### src/rtl/assert_macros.svh
// Assertion helpers for the hasher.
`ifndef ASSERT_MACROS_SVH
`define ASSERT_MACROS_SVH
`ifndef SYNTHESIS
`define CHK_IMPL(label, clk, rst_n, a, c) \
	label: assert property (@(posedge clk) disable iff (!rst_n) (a) |-> (c)) \
	else $error("check failed");
`define CHK_NEXT(label, clk, rst_n, a, c) \
	label: assert property (@(posedge clk) disable iff (!rst_n) (a) |=> (c)) \
	else $error("check failed");
`else
`define CHK_IMPL(label, clk, rst_n, a, c)
`define CHK_NEXT(label, clk, rst_n, a, c)
`endif
`endif

### src/rtl/sha224_pkg.sv
`default_nettype none
package sha224_pkg;
	localparam int QueueDepth = 4;
	localparam int DigestWords = 7;
	localparam logic [7:0] PadByte = 8'h80;
	localparam logic [5:0] LenPos = 6'd56;

	// Front-to-back queue entry.
	typedef struct packed {
		logic [7:0] data;
		logic       bvalid;
		logic       last;
	} item_t;

	localparam logic [31:0] InitHash [8] = '{
		32'hC1059ED8, 32'h367CD507, 32'h3070DD17, 32'hF70E5939,
		32'hFFC00B31, 32'h68581511, 32'h64F98FA7, 32'hBEFA4FA4};

	localparam logic [31:0] RoundK [64] = '{
		32'h428a2f98, 32'h71374491, 32'hb5c0fbcf, 32'he9b5dba5, 32'h3956c25b, 32'h59f111f1,
		32'h923f82a4, 32'hab1c5ed5, 32'hd807aa98, 32'h12835b01, 32'h243185be, 32'h550c7dc3,
		32'h72be5d74, 32'h80deb1fe, 32'h9bdc06a7, 32'hc19bf174, 32'he49b69c1, 32'hefbe4786,
		32'h0fc19dc6, 32'h240ca1cc, 32'h2de92c6f, 32'h4a7484aa, 32'h5cb0a9dc, 32'h76f988da,
		32'h983e5152, 32'ha831c66d, 32'hb00327c8, 32'hbf597fc7, 32'hc6e00bf3, 32'hd5a79147,
		32'h06ca6351, 32'h14292967, 32'h27b70a85, 32'h2e1b2138, 32'h4d2c6dfc, 32'h53380d13,
		32'h650a7354, 32'h766a0abb, 32'h81c2c92e, 32'h92722c85, 32'ha2bfe8a1, 32'ha81a664b,
		32'hc24b8b70, 32'hc76c51a3, 32'hd192e819, 32'hd6990624, 32'hf40e3585, 32'h106aa070,
		32'h19a4c116, 32'h1e376c08, 32'h2748774c, 32'h34b0bcb5, 32'h391c0cb3, 32'h4ed8aa4a,
		32'h5b9cca4f, 32'h682e6ff3, 32'h748f82ee, 32'h78a5636f, 32'h84c87814, 32'h8cc70208,
		32'h90befffa, 32'ha4506ceb, 32'hbef9a3f7, 32'hc67178f2};

	function automatic logic [31:0] rotr(input logic [31:0] x, input int n);
		rotr = (x >> n) | (x << (32 - n));
	endfunction
endpackage
`default_nettype wire

### src/rtl/sha224_fifo.sv
`default_nettype none
// Small item queue between the input front and the hashing back end.
module sha224_fifo #(
	parameter int Depth = sha224_pkg::QueueDepth
) (
	input  wire logic                clk,
	input  wire logic                arst_n,
	input  wire logic                wr_en,
	input  wire sha224_pkg::item_t   wr_item,
	output logic                     full,
	input  wire logic                rd_en,
	output sha224_pkg::item_t        rd_item,
	output logic                     empty
);
	localparam int Aw = (Depth > 1) ? $clog2(Depth) : 1;

	sha224_pkg::item_t mem_q [Depth];
	logic [Aw-1:0] wp_q, rp_q;
	logic [Aw:0]   cnt_q;

	assign full = (cnt_q == (Aw+1)'(Depth));
	assign empty = (cnt_q == '0);
	assign rd_item = mem_q[rp_q];

	// Storage writes.
	always_ff @(posedge clk) begin
		if (wr_en && !full) mem_q[wp_q] <= wr_item;
	end

	// Pointers and count.
	always_ff @(posedge clk or negedge arst_n) begin
		if (!arst_n) begin
			wp_q <= '0;
			rp_q <= '0;
			cnt_q <= '0;
		end else begin
			if (wr_en && !full)
				wp_q <= (wp_q == Aw'(Depth - 1)) ? '0 : wp_q + 1'b1;
			if (rd_en && !empty)
				rp_q <= (rp_q == Aw'(Depth - 1)) ? '0 : rp_q + 1'b1;
			cnt_q <= cnt_q + (Aw+1)'(wr_en && !full) - (Aw+1)'(rd_en && !empty);
		end
	end
endmodule
`default_nettype wire

### src/rtl/sha224_core.sv
`default_nettype none
// Back end: packs bytes, pads, runs the rounds one per cycle, emits the digest.
module sha224_core (
	input  wire logic              clk,
	input  wire logic              arst_n,
	input  wire sha224_pkg::item_t item,
	input  wire logic              item_avail,
	output logic                   item_take,
	output logic [31:0]            digest_word,
	output logic [2:0]             word_index,
	output logic                   last_word,
	output logic                   out_valid,
	input  wire logic              out_take
);
	localparam logic [2:0] StIdle = 3'd0;
	localparam logic [2:0] StPad  = 3'd1;
	localparam logic [2:0] StLoad = 3'd2;
	localparam logic [2:0] StRnd  = 3'd3;
	localparam logic [2:0] StAdd  = 3'd4;
	localparam logic [2:0] StOut  = 3'd5;

	logic [2:0]  state_q;
	logic [5:0]  fill_q;
	logic [63:0] len_q;
	logic [63:0] total_q;
	logic        fin_q;
	logic        final_blk_q;
	logic [5:0]  pidx_q;
	logic [5:0]  rnd_q;
	logic [31:0] w_q [16];
	logic [31:0] h_q [8];
	logic [31:0] v_q [8];
	logic [2:0]  oidx_q;

	logic [31:0] wnew, wcur, t1, t2;
	logic [31:0] w2, w15;
	logic [3:0]  r4;
	logic [7:0]  pad_b;

	assign r4 = rnd_q[3:0];
	assign w2 = w_q[4'(r4 - 4'd2)];
	assign w15 = w_q[4'(r4 - 4'd15)];

	// Message schedule and round function.
	always_comb begin
		wnew = (sha224_pkg::rotr(w2, 17) ^ sha224_pkg::rotr(w2, 19) ^ (w2 >> 10))
			+ w_q[4'(r4 - 4'd7)]
			+ (sha224_pkg::rotr(w15, 7) ^ sha224_pkg::rotr(w15, 18) ^ (w15 >> 3))
			+ w_q[r4];
		wcur = (rnd_q < 6'd16) ? w_q[r4] : wnew;
		t1 = v_q[7] + (sha224_pkg::rotr(v_q[4], 6) ^ sha224_pkg::rotr(v_q[4], 11)
			^ sha224_pkg::rotr(v_q[4], 25)) + ((v_q[4] & v_q[5]) ^ (~v_q[4] & v_q[6]))
			+ sha224_pkg::RoundK[rnd_q] + wcur;
		t2 = (sha224_pkg::rotr(v_q[0], 2) ^ sha224_pkg::rotr(v_q[0], 13)
			^ sha224_pkg::rotr(v_q[0], 22))
			+ ((v_q[0] & v_q[1]) ^ (v_q[0] & v_q[2]) ^ (v_q[1] & v_q[2]));
	end

	// Padding byte for the current sweep position.
	always_comb begin
		if (pidx_q >= sha224_pkg::LenPos && final_blk_q)
			pad_b = total_q[8*(7 - int'(pidx_q[2:0])) +: 8];
		else if (pidx_q == fill_q && !fin_q)
			pad_b = sha224_pkg::PadByte;
		else
			pad_b = 8'h00;
	end

	assign item_take = (state_q == StIdle) && item_avail;
	assign out_valid = (state_q == StOut);
	assign digest_word = h_q[oidx_q];
	assign word_index = oidx_q;
	assign last_word = (oidx_q == 3'(sha224_pkg::DigestWords - 1));

	// Bytes are packed big-endian straight into the schedule words, then the
	// rounds run on the same words.
	always_ff @(posedge clk) begin
		if (item_take && item.bvalid) begin
			w_q[fill_q[5:2]][{~fill_q[1:0], 3'b000} +: 8] <= item.data;
		end else if (state_q == StPad) begin
			w_q[pidx_q[5:2]][{~pidx_q[1:0], 3'b000} +: 8] <= pad_b;
		end else if (state_q == StLoad) begin
			for (int i = 0; i < 8; i++) v_q[i] <= h_q[i];
		end else if (state_q == StRnd) begin
			if (rnd_q >= 6'd16) w_q[r4] <= wnew;
			v_q[7] <= v_q[6];
			v_q[6] <= v_q[5];
			v_q[5] <= v_q[4];
			v_q[4] <= v_q[3] + t1;
			v_q[3] <= v_q[2];
			v_q[2] <= v_q[1];
			v_q[1] <= v_q[0];
			v_q[0] <= t1 + t2;
		end
	end

	// Control sequencer.
	always_ff @(posedge clk or negedge arst_n) begin
		if (!arst_n) begin
			state_q <= StIdle;
			fill_q <= '0;
			len_q <= '0;
			total_q <= '0;
			fin_q <= 1'b0;
			final_blk_q <= 1'b0;
			pidx_q <= '0;
			rnd_q <= '0;
			oidx_q <= '0;
			for (int i = 0; i < 8; i++) h_q[i] <= sha224_pkg::InitHash[i];
		end else begin
			unique case (state_q)
				StIdle: if (item_take) begin
					if (item.bvalid && fill_q == 6'd63) begin
						fill_q <= '0;
						len_q <= len_q + 64'd512;
						final_blk_q <= 1'b0;
						fin_q <= item.last;
						state_q <= StLoad;
					end else begin
						fill_q <= fill_q + 6'(item.bvalid);
						if (item.last) begin
							total_q <= len_q + {55'd0, fill_q + 6'(item.bvalid), 3'd0};
							final_blk_q <= (fill_q + 6'(item.bvalid)) < sha224_pkg::LenPos;
							pidx_q <= fill_q + 6'(item.bvalid);
							fill_q <= fill_q + 6'(item.bvalid);
							fin_q <= 1'b0;
							state_q <= StPad;
						end
					end
				end
				StPad: begin
					pidx_q <= pidx_q + 1'b1;
					if (pidx_q == 6'd63) state_q <= StLoad;
				end
				StLoad: begin
					rnd_q <= '0;
					state_q <= StRnd;
				end
				StRnd: begin
					rnd_q <= rnd_q + 1'b1;
					if (rnd_q == 6'd63) state_q <= StAdd;
				end
				StAdd: begin
					for (int i = 0; i < 8; i++) h_q[i] <= h_q[i] + v_q[i];
					if (final_blk_q) begin
						oidx_q <= '0;
						state_q <= StOut;
					end else if (fin_q) begin
						// Full block ended the message: padding goes in a new block.
						total_q <= len_q;
						final_blk_q <= 1'b1;
						pidx_q <= '0;
						fill_q <= '0;
						fin_q <= 1'b0;
						state_q <= StPad;
					end else if (pidx_q != '0 || fill_q != '0) begin
						// Overflow pad block done: length block follows.
						final_blk_q <= 1'b1;
						pidx_q <= '0;
						fill_q <= '0;
						fin_q <= 1'b1;
						state_q <= StPad;
					end else begin
						state_q <= StIdle;
					end
				end
				StOut: if (out_take) begin
					oidx_q <= oidx_q + 1'b1;
					if (oidx_q == 3'(sha224_pkg::DigestWords - 1)) begin
						for (int i = 0; i < 8; i++) h_q[i] <= sha224_pkg::InitHash[i];
						fill_q <= '0;
						len_q <= '0;
						state_q <= StIdle;
					end
				end
				default: state_q <= StIdle;
			endcase
		end
	end
endmodule
`default_nettype wire

### src/rtl/sha224_byte_stream_hasher.sv
`default_nettype none
// Bytes pass a four-entry queue into the back end, which takes one byte a cycle
// while idle. A full block runs load, 64 rounds and add; the final block adds a
// padding sweep to the block end, and a second block when 56 or more bytes remain.
// No byte is taken while a block hashes or a digest waits; words leave one per pop.
// arst_n clears the queue, counters and chaining value to the initial hash.
`include "assert_macros.svh"
module sha224_byte_stream_hasher #(
	parameter int QueueDepth = sha224_pkg::QueueDepth
) (
	input  wire logic        clk,
	input  wire logic        arst_n,
	input  wire logic        push,
	output logic             full,
	input  wire logic [7:0]  data_byte,
	input  wire logic        byte_valid,
	input  wire logic        last,
	output logic             empty,
	input  wire logic        pop,
	output logic [31:0]      digest_word,
	output logic [2:0]       word_index,
	output logic             last_word
);
	sha224_pkg::item_t in_item, q_item;
	logic q_empty, q_take, out_valid;

	assign in_item = '{data: data_byte, bvalid: byte_valid, last: last};
	assign empty = !out_valid;

	sha224_fifo #(.Depth(QueueDepth)) u_fifo (
		.clk(clk), .arst_n(arst_n), .wr_en(push), .wr_item(in_item), .full(full),
		.rd_en(q_take), .rd_item(q_item), .empty(q_empty));

	sha224_core u_core (
		.clk(clk), .arst_n(arst_n), .item(q_item), .item_avail(!q_empty),
		.item_take(q_take), .digest_word(digest_word), .word_index(word_index),
		.last_word(last_word), .out_valid(out_valid), .out_take(pop));

	`CHK_IMPL(a_last_idx, clk, arst_n, !empty && last_word, word_index == 3'd6)
	`CHK_NEXT(a_hold, clk, arst_n, !empty && !pop, !empty && $stable(word_index))
	`CHK_IMPL(a_no_take_out, clk, arst_n, !empty, !q_take)
endmodule
`default_nettype wire

### config.mk
export PLATFORM = sky130hd
export DESIGN_NAME = sha224_byte_stream_hasher
export DESIGN_NICKNAME = d
export VERILOG_FILES = /design/src/rtl/sha224_pkg.sv /design/src/rtl/sha224_fifo.sv /design/src/rtl/sha224_core.sv /design/src/rtl/sha224_byte_stream_hasher.sv
export VERILOG_INCLUDE_DIRS = /design/src /design/src/rtl
export SDC_FILE = /design/constraint.sdc
export NUM_CORES = 2
export LEC_CHECK = 0
export ABC_AREA = 0
export BUFFER_PORTS_ARGS = -buffer_cell sky130_fd_sc_hd__buf_2
export CORE_MARGIN = 4
export CORE_UTILIZATION = 31
export DETAILED_ROUTE_END_ITERATION = 12
export PLACE_DENSITY = 0.54
export REMOVE_ABC_BUFFERS = 1
export SLEW_MARGIN = 20
export SYNTH_ARGS = -nofsm -noshare
export SYNTH_HDL_FRONTEND = slang
export SYNTH_SLANG_ARGS = --single-unit
### constraint.sdc
create_clock -name clk -period 20 [get_ports clk]
set_input_delay 1 -clock clk [delete_from_list [all_inputs] [get_ports clk]]
set_output_delay 1 -clock clk [all_outputs]
set_load 0.005 [all_outputs]
==> results.toml <==
[sta]
setup_viol = 0
rsz0062_at_grt = "false"
period_minus_slack_ps = 14600
final-hold-violation-count = 0
finClkSkew_ps = 32.0
drv_slew = 0
slew_headroom_pct = 11.4
fmaxAchievable_ghz = 0.0685
hold_ws_ps = 151
period_share_pct = 73.0
worst_pin_slew_ps = 1330

[setup_path]
critPathMaxStageDelay_ps = 860
cp_common_cell = "fa_1"
path_max_fanout = 62
required_ps = 20540
crit_path_start_kind = "flop"
critical_path_class = "flop to flop"
crit_arrival_ps = 15140
worst_path_max_delay_cell = "buf_4"
reg2reg_slack_ps = 5400
endpoint_kind = "flop"

[global_routing]
grt_overflow = 0
grt_pass1_wl_mm = 453
first_global_vias = 65600
antenna_found_initial = 10
grt_max_degree = 173
grt_usage_pct = 20.6

[synthesis]
ys_async_sr_fraction_pct = 33.4
synth_warnings = 0
synth_flop_cell = "edfxtp_1"
syn_area_sq_um = 87600
synth.top_cells.by_count = "1,157 x nand2_1, 808 x edfxtp_1, 568 x o21ai_0"
yosysTopAreaCell = "edfxtp_1"
seq_area_frac_synth_pct = 39.5
avgSynthCellArea_sq_um = 10.8
synth_area_leaders = "edfxtp_1 28%, mux4_2 13%, dfrtp_1 7.9%, ha_1 6.0%, nand2_1 5.0%"
synth_seq_cells = 1213
synth_top_area_share_pct = 27.7
yosysUniqueCellTypes = 84
synth_most_common_cell = "nand2_1"
synth_edf_count = 808
syn_inst = 8148

[final_layout]
fillCellCount = 27700
regArea_sq_um = 34600
multiInputGateArea_sq_um = 49900
final_util_pct = 34.8
layout.nets = 8683
layout-drive-gt1-share_pct = 15.1
syn2layout_area_growth_pct = 11.2
final_cells = 11900

[routing]
via_per_inst = 5.71
vias = 68000
wl_per_cell_um = 26.0
first_pass_iters = 8
drt_iter0_markers = 7759
finalWirelength_mm = 310
detail-route-antenna-nets = 0
drcViolationCount = 0

[place]
dpl.hpwl_mm = 224
io_buffer_count = 51
dp.cells = 11600
gp_congestion = 0.959

[clocking]
htreeDepth = 4
cts_buffer_depth = 3
clk_pin_slew_ps = 70
cts_sinks = 1213
numCtsBuffers = 146
clock_latency_ps = 830
tritoncts = "done"
post_cts_buffers = 0
cts-root-buf = "clkbuf_16"
post_cts_resized = 0
hold_buffers = 0

[floorplan]
ioPinCount = 52
die_h_um = 540
num_rows = 194
die_area_sq_um = 291000
coreArea_sq_um = 280000
dieWidth_um = 540
start_util_pct = 31.2

[hold_path]
hp-class = "input pin to asynchronous set/reset pin"

[flow_run]
maxCapViolCount = 0

[outcome]
status = "complete, no violations"
through the flow:
| step | instance area, sq um | TNS, ps | setup slack, ps |
|---|---|---|---|
| 3_5_place_dp | 92300 | 0 | 5330 |
| 5_1_grt | 97400 | 0 | 4670 |
| 4_1_cts | 97400 | 0 | 5250 |
| 3_3_place_gp | 92300 | 0 | 5370 |
| 2_1_floorplan | 85700 | -5499170 | -13900 |
| 6_report | 97400 | 0 | 5400 |
area by class of cell:
type	count	area share, %
clock buffer	190	4.14
clock inverter	82	1.01
timing repair buffer	239	1.79
sequential	1213	35.5
tap	3724	4.78
antenna	4	0.0103
multi-input combinational	6049	51.2
inverter	406	1.57
logic make-up after synthesis:
| group | count (synthesis) | share of synthesized area [%] |
|---|---|---|
| AO/OA/AOI/OAI | 1809 | 12.7 |
| XOR/XNOR | 660 | 6.66 |
| adder cells (fa/ha/maj) | 633 | 10.7 |
| buffers and inverters | 886 | 3.86 |
| flip-flops | 1213 | 39.5 |
| multiplexers | 734 | 15.8 |
| other | 1 | 0.00428 |
| AND/OR/NAND/NOR | 2212 | 10.8 |
per-layer routing:
layer / up-vias / wire (um) / part of all wire (%) / GRT usage (%)
met5: - / 12 / 0.0039 / 0
met4: 2 / 12300 / 4.0 / 7.60
met3: 537 / 27400 / 8.9 / 4.24
met2: 3334 / 135000 / 44 / 31.1
met1: 34300 / 135000 / 44 / 29.2
li1: 29800 / - / - / -
flip-flops by register name, indices dropped and copies added (netlist names):
name	flops
u_core.w_q	512
u_core.rnd_q	6
u_fifo.mem_q	40
u_core.v_q	256
u_core.h_q	256
u_core.fin_q	1
u_core.len_q	55
u_core.fill_q	6
u_core.final_blk_q	1
u_core.total_q	61
u_fifo.cnt_q	3
u_core.pidx_q	6
u_core.word_index	3
u_fifo.wp_q	2
u_core.state_q	3
u_fifo.rp_q	2
critical path: cells and delay by family, from the launching register on:
| family | cells | cell delay [ps] |
|---|---|---|
| and+or+nand+nor | 6 | 1240 |
| DFF | 1 | 800 |
| adders and majority gates | 8 | 3490 |
| muxes | 2 | 1240 |
| buffers and inverters | 5 | 2510 |
| AOI/OAI and AO/OA | 14 | 3350 |
| xor gates and xnor gates | 5 | 1450 |
cells in the final DEF, fill, tap and decap left out, types with 188 or more instances in the layout:
cell         n
a21oi_1    487
ha_1       414
nor2_1     442
xnor2_1    413
mux4_2     515
dfrtp_1    266
nand2_1   1153
o21ai_0    562
a21o_1     188
xor2_1     243
inv_1      400
edfxtp_1   808
fa_1       196
final timing paths:
kind                            cells past startpoint          startpoint                 end
min in group clk                                    1          byte_valid  u_fifo.mem_q[0][1]
worst max register to register                     40     u_core.rnd_q[0]   u_core.v_q[0][31]
max in group asynchronous                           4              arst_n    u_core.len_q[33]
worst min-delay path                                1              arst_n     u_core.h_q[223]
worst min register to register                      2  u_core.total_q[60]  u_core.total_q[60]
worst max-delay path                               40     u_core.rnd_q[0]   u_core.v_q[0][31]
Power is left out: the tool's default activity adds up to more than one toggle a clock period on the data nets, which glitch-free logic cannot reach.
